===== config.mk =====
export PLATFORM = sky130hd
export DESIGN_NAME = fdnd_ctrl
export DESIGN_NICKNAME = d
export VERILOG_FILES = /design/src/rtl/fdnd_pkg.sv /design/src/rtl/fdnd_ctrl.sv
export SDC_FILE = /design/constraint.sdc
export NUM_CORES = 1
export LEC_CHECK = 0
export ABC_AREA = 1
export BUFFER_PORTS_ARGS = -buffer_cell sky130_fd_sc_hd__buf_2
export CORE_AREA = 3 3 40 42
export DETAILED_ROUTE_END_ITERATION = 10
export DIE_AREA = 0 0 43 45
export PLACE_DENSITY = 0.71
export SYNTH_ARGS = -nofsm -noshare
export SYNTH_HDL_FRONTEND = slang
export SYNTH_SLANG_ARGS = --single-unit

===== constraint.sdc =====
create_clock -name clk -period 1 [get_ports clk]
set_input_delay 0.15 -clock clk [delete_from_list [all_inputs] [get_ports clk]]
set_output_delay 0.15 -clock clk [all_outputs]
set_load 0.01 [all_outputs]

===== src/rtl/fdnd_pkg.sv =====
// ----------------------------------------------------------------------------
// fdnd_pkg
// Shared types, constants and name helpers for the directory entry decoder.
// ----------------------------------------------------------------------------
package fdnd_pkg;

    localparam int NAME_CHARS_DEFAULT = 256;

    localparam logic [7:0] BYTE_DELETED = 8'hE5;
    localparam logic [7:0] BYTE_SPACE   = 8'h20;
    localparam logic [15:0] CHAR_DOT    = 16'h002E;
    localparam logic [3:0] LFN_MASK     = 4'hF;
    localparam int BASE_LEN = 8;
    localparam int EXT_LEN  = 3;
    localparam int LFN_CHARS = 13;

    // byte offsets of the 13 UTF-16 characters of a long-name slot
    localparam logic [4:0] LFN_OFFS [LFN_CHARS] =
        '{5'd1, 5'd3, 5'd5, 5'd7, 5'd9, 5'd14, 5'd16, 5'd18, 5'd20, 5'd22,
          5'd24, 5'd28, 5'd30};

    typedef logic [15:0][15:0] char_vec_t;

    typedef struct packed {
        char_vec_t  chars;
        logic [3:0] n;
    } short_name_t;

    // controller -> datapath
    typedef struct packed {
        logic load_entry;
        logic prep_start;
        logic prep_new_group;
        logic short_start;
        logic wr_step;
        logic clear_group;
        logic set_ended;
        logic emit_long_start;
        logic emit_short_start;
        logic rd_issue;
        logic rd_capture;
        logic push_chunk;
        logic push_eod;
    } cmd_t;

    // datapath -> controller
    typedef struct packed {
        logic ended;
        logic in_group;
        logic is_long;
        logic first_zero;
        logic first_deleted;
        logic wr_done;
        logic wr_short;
        logic chunk_full;
        logic remain_zero;
        logic out_free;
    } status_t;

    function automatic logic [15:0] lower_ascii(input logic [7:0] b);
        logic [7:0] r;
        r = b;
        if (b >= 8'h41 && b <= 8'h5A)
            r = b + 8'h20;
        return {8'h00, r};
    endfunction

    function automatic char_vec_t lfn_chars(input logic [255:0] e);
        char_vec_t r;
        r = '0;
        for (int k = 0; k < LFN_CHARS; k++)
            r[k] = e[{LFN_OFFS[k], 3'b000} +: 16];
        return r;
    endfunction

    // characters up to the first zero
    function automatic logic [3:0] lfn_len(input char_vec_t c);
        logic [3:0] n;
        logic       stop;
        n = '0;
        stop = 1'b0;
        for (int k = 0; k < LFN_CHARS; k++) begin
            if (stop || c[k] == 16'h0000)
                stop = 1'b1;
            else
                n = n + 4'd1;
        end
        return n;
    endfunction

    // 8.3 form: base cut at space/zero, lowercase, dot before non-blank extension
    function automatic short_name_t short_name(input logic [255:0] e);
        short_name_t r;
        logic [3:0]  blen;
        logic [3:0]  elen;
        logic        bstop;
        logic        estop;
        logic        dot;
        logic [7:0]  b;
        blen  = '0;
        elen  = '0;
        bstop = 1'b0;
        estop = 1'b0;
        for (int k = 0; k < BASE_LEN; k++) begin
            b = e[8*k +: 8];
            if (bstop || b == BYTE_SPACE || b == 8'h00)
                bstop = 1'b1;
            else
                blen = blen + 4'd1;
        end
        for (int k = 0; k < EXT_LEN; k++) begin
            b = e[8*(BASE_LEN+k) +: 8];
            if (estop || b == BYTE_SPACE || b == 8'h00)
                estop = 1'b1;
            else
                elen = elen + 4'd1;
        end
        dot = (e[8*BASE_LEN +: 8] != BYTE_SPACE);
        r.chars = '0;
        for (int k = 0; k < BASE_LEN; k++) begin
            if (4'(k) < blen)
                r.chars[k] = lower_ascii(e[8*k +: 8]);
        end
        if (dot) begin
            r.chars[blen] = CHAR_DOT;
            for (int k = 0; k < EXT_LEN; k++) begin
                if (4'(k) < elen)
                    r.chars[4'(blen + 4'd1 + 4'(k))] = lower_ascii(e[8*(BASE_LEN+k) +: 8]);
            end
        end
        r.n = dot ? (blen + 4'd1 + elen) : blen;
        return r;
    endfunction

endpackage


===== src/rtl/fdnd_ctrl.sv =====
// ----------------------------------------------------------------------------
// fdnd_ctrl
// Sequencer: classifies an entry, runs the character writer and the chunk
// emitter, and holds off the input channel while busy.
// ----------------------------------------------------------------------------
module fdnd_ctrl (
    input  logic              clk,
    input  logic              rst_n,
    input  logic              in_valid,
    output logic              in_stall,
    input  fdnd_pkg::status_t status,
    output fdnd_pkg::cmd_t    cmd
);

    import fdnd_pkg::*;

    typedef enum logic [2:0] {
        S_IDLE,
        S_DECODE,
        S_WRITE,
        S_FILL,
        S_CAP,
        S_PUSH,
        S_EOD
    } state_t;

    state_t state_reg;
    state_t state_next;
    logic   in_stall_reg;

    always_comb
    begin
        cmd        = '0;
        state_next = state_reg;
        case (state_reg)
            S_IDLE:
            begin
                if (in_valid && !in_stall_reg)
                begin
                    cmd.load_entry = 1'b1;
                    state_next     = S_DECODE;
                end
            end
            S_DECODE:
            begin
                if (status.ended)
                    state_next = S_IDLE;
                else if (status.in_group)
                begin
                    if (status.is_long)
                    begin
                        if (status.first_deleted)
                            state_next = S_IDLE;
                        else
                        begin
                            cmd.prep_start = 1'b1;
                            state_next     = S_WRITE;
                        end
                    end
                    else
                    begin
                        cmd.clear_group     = 1'b1;
                        cmd.emit_long_start = 1'b1;
                        state_next          = S_FILL;
                    end
                end
                else if (status.first_zero)
                begin
                    cmd.set_ended = 1'b1;
                    state_next    = S_EOD;
                end
                else if (status.first_deleted)
                    state_next = S_IDLE;
                else if (status.is_long)
                begin
                    cmd.prep_start     = 1'b1;
                    cmd.prep_new_group = 1'b1;
                    state_next         = S_WRITE;
                end
                else
                begin
                    cmd.short_start = 1'b1;
                    state_next      = S_WRITE;
                end
            end
            S_WRITE:
            begin
                if (!status.wr_done)
                    cmd.wr_step = 1'b1;
                else if (status.wr_short)
                begin
                    cmd.emit_short_start = 1'b1;
                    state_next           = S_FILL;
                end
                else
                    state_next = S_IDLE;
            end
            S_FILL:
            begin
                if (!status.chunk_full && !status.remain_zero)
                begin
                    cmd.rd_issue = 1'b1;
                    state_next   = S_CAP;
                end
                else
                    state_next = S_PUSH;
            end
            S_CAP:
            begin
                cmd.rd_capture = 1'b1;
                state_next     = S_FILL;
            end
            S_PUSH:
            begin
                if (status.out_free)
                begin
                    cmd.push_chunk = 1'b1;
                    state_next     = status.remain_zero ? S_IDLE : S_FILL;
                end
            end
            S_EOD:
            begin
                if (status.out_free)
                begin
                    cmd.push_eod = 1'b1;
                    state_next   = S_IDLE;
                end
            end
            default:
                state_next = S_IDLE;
        endcase
    end

    always_ff @(posedge clk or negedge rst_n)
    begin
        if (!rst_n)
        begin
            state_reg    <= S_IDLE;
            in_stall_reg <= 1'b0;
        end
        else
        begin
            state_reg    <= state_next;
            in_stall_reg <= (state_next != S_IDLE);
        end
    end

    assign in_stall = in_stall_reg;

endmodule

==> impl_metrics.json <==
{
  "maxCapViolations": 0,
  "worstPathMaxFanout": 4,
  "clock_path_buffers": 2,
  "synth-async-reset-ratio": 1.000,
  "ys_ff_latch": 4,
  "setup_viol": 17,
  "yosysSeqAreaShare": 0.2128,
  "synth_top_area_share": 0.2128,
  "utilization": 0.7079,
  "multi_input_comb_area_sq_um": 382.9,
  "critPathLaunch": "state_reg[2]$_DFF_PN0_",
  "worst_pin_slew_ps": 245.3,
  "final_antenna_net_count": 0,
  "rows": 13,
  "power.density_nw_per_um2": 1978,
  "insertedDiodeCount": 0,
  "tritoncts": "built",
  "yosys_warnings": 0,
  "finalCritPeriodShare": 1.465,
  "power_mw": 1.799,
  "finClkSkew_ps": 3.207,
  "clk_latency_ps": 240,
  "synth_cell_types": 20,
  "placed_cells": 125,
  "drt-initial-drc-count": 4,
  "cp_slowest_cell": "dfrtp_1",
  "stdcell_count": 137,
  "drt_wl_total_microns": 1682,
  "violations": "negative setup slack",
  "endpoint_kind": "output pin",
  "ff2ff_setup_slack_ps": -340,
  "clkSlewWorstSetupHoldPaths_ps": 40,
  "place_area_sq_um": 673.1,
  "root_buffer": "clkbuf_4",
  "start_util": 0.3661,
  "final.setup.worst_slack_ps": -465.1,
  "outcome": "finished, violations left",
  "seqCellArea_sq_um": 101.3,
  "grt_overflow": 0,
  "pre_cts_slack_ps": -232.5,
  "grt_pass1_vias": 642,
  "worst-r2r-cell-count": 9,
  "grt_max_degree": 7,
  "critPathCapture": "cmd[11]",
  "fmax_mhz": 682.5,
  "synth.largest_area_cell": "dfrtp_1",
  "antenna_found_initial": 0,
  "crit_chain": "inv_2 -> nand2_4 -> nor2_4 -> inv_4 -> nor4_4 -> buf_2",
  "die_y_microns": 45,
  "vias": 646,
  "synth_area_leaders": "dfrtp_1 21%, inv_1 14%, nand2_1 14%, nand3_1 8.5%, nor2_1 5.6%",
  "grt.total_usage": 0.1654,
  "die_w_microns": 43,
  "max_slew_margin": 0.8352,
  "grt_pass1_wl_microns": 2297,
  "wl_per_cell_microns": 12.28,
  "hold_path_class": "primary input to async pin",
  "final_max_slew_viol_count": 0,
  "startpoint_type": "register",
  "path_class": "register to output pin",
  "dpl.hpwl_microns": 1062,
  "first_pass_iters": 3,
  "period_needed_ps": 1465,
  "cts_made_buffers": 3,
  "drc": 0,
  "htreeDepth": 1,
  "via_per_inst": 4.715,
  "nets": 137,
  "arrival_ps": 1320,
  "cp_data_required_time_ps": 850,
  "timing.final.hold_violations": 0,
  "gp_congestion": 0.7306,
  "drive_gt1_frac": 0.6393,
  "r2r_start": "state_reg[1]$_DFF_PN0_",
  "peakVddDrop_mv": 0.8598,
  "synth_commonest_cells": "18 x inv_1, 18 x nand2_1, 8 x nand3_1",
  "num_io_pins": 27,
  "core-area_sq_um": 1285,
  "dieArea_sq_um": 1935,
  "p_leak_nw": 0.5604,
  "grt_setup_unrepaired": "yes",
  "slowest_delay_ps": 410,
  "synth_nets": 92,
  "synth_enable_flop_cells": 0,
  "design_area_sq_um": 909.6,
  "r2r_end": "in_stall$_DFF_PN0_",
  "io_buffer_count": 26,
  "largest_reg_flops": 3,
  "netlist_area_sq_um": 470.5,
  "nFillCells": 115,
  "syn_inst": 79,
  "syn_to_final_growth_pct": 93.35,
  "synthFlopType": "dfrtp_1",
  "syn_avg_cell_area_sq_um": 5.955,
  "cts.sinks": 4
}
routing by layer:
layer,vias up,GRT usage,share of wire
met1,293,0.1314,0.35
met2,25,0.3263,0.56
li1,322,-,-
met3,6,0.05578,0.055
met5,-,0,0
met4,0,0.1265,0.032
worst min-delay path by stage:
stage               start  slack, ps                endpoint
floorplan           rst_n       -150      in_stall$_DFF_PN0_
finish              rst_n        280  state_reg[1]$_DFF_PN0_
CTS                 rst_n        250  state_reg[1]$_DFF_PN0_
global placement    rst_n        -50      in_stall$_DFF_PN0_
detailed placement  rst_n        -40      in_stall$_DFF_PN0_
global route        rst_n        290  state_reg[1]$_DFF_PN0_
where the power goes:
group          leakage (nW)  internal (mW)  total, mW  switching [mW]
clock                0.0138          0.134      0.198          0.0641
sequential           0.0505          0.239      0.319          0.0801
combinational         0.496          0.589       1.28           0.693
total                 0.560          0.962       1.80           0.837
stage by stage:
step / TNS, ps / hold WS [ps]
after global placement: -1854 / -45.44
after detailed placement: -2191 / -42.92
after global routing: -7151 / 286.8
after CTS: -5493 / 249.5
final: -6050 / 277.5
after floorplan: -739.2 / -145.6
cell type report:
class / count / share of cell area
flip-flops and latches: 4 / 0.1114
well taps: 15 / 0.02063
clock buffers: 3 / 0.02476
inverters: 22 / 0.09354
repair buffers: 42 / 0.3287
multi-input cells: 51 / 0.4209
critical path: cells and delay by family, from the launching register on:
family | cells | cell delay, ps
buf+inv | 3 | 330
flops | 1 | 410
simple gates | 3 | 340
timing repair:
item,4_1_cts,5_1_grt
hold buffers,1,0
endpoints found under the hold margin,4,0
gates resized for setup,13,22
setup endpoints to repair,17,17
buffers inserted,5,3
pin swaps,5,7
cells in the final DEF (no fill, tap or decap):
master	Yosys	final
buf_2	0	21
inv_1	18	15
nand2_1	18	15
buf_4	2	11
buf_6	0	9
nor2_4	2	8
inv_2	3	6
nand2_2	3	5
nand3_1	8	4
nand3_2	1	3
nor2_2	3	3
clkbuf_4	0	3
dfrtp_1	4	3
nand2_4	1	2
nand3_4	0	2
nor3_4	0	1
o21ai_1	0	1
or2_1	1	1
nor2_1	7	1
nand3b_1	1	1
inv_4	1	1
nor3_1	2	1
and3_2	1	1
nor4_1	1	1
nor4_4	0	1
dlygate4sd3_1	0	1
dfrtp_2	0	1
cell families after synthesis:
family	Yosys count	synth area share
DFF	4	0.2128
and+or+nand+nor	50	0.5639
buffers and inverters	24	0.2128
AOI/OAI and AO/OA	1	0.01063
Note: power is estimated with default switching activity, not from simulation.
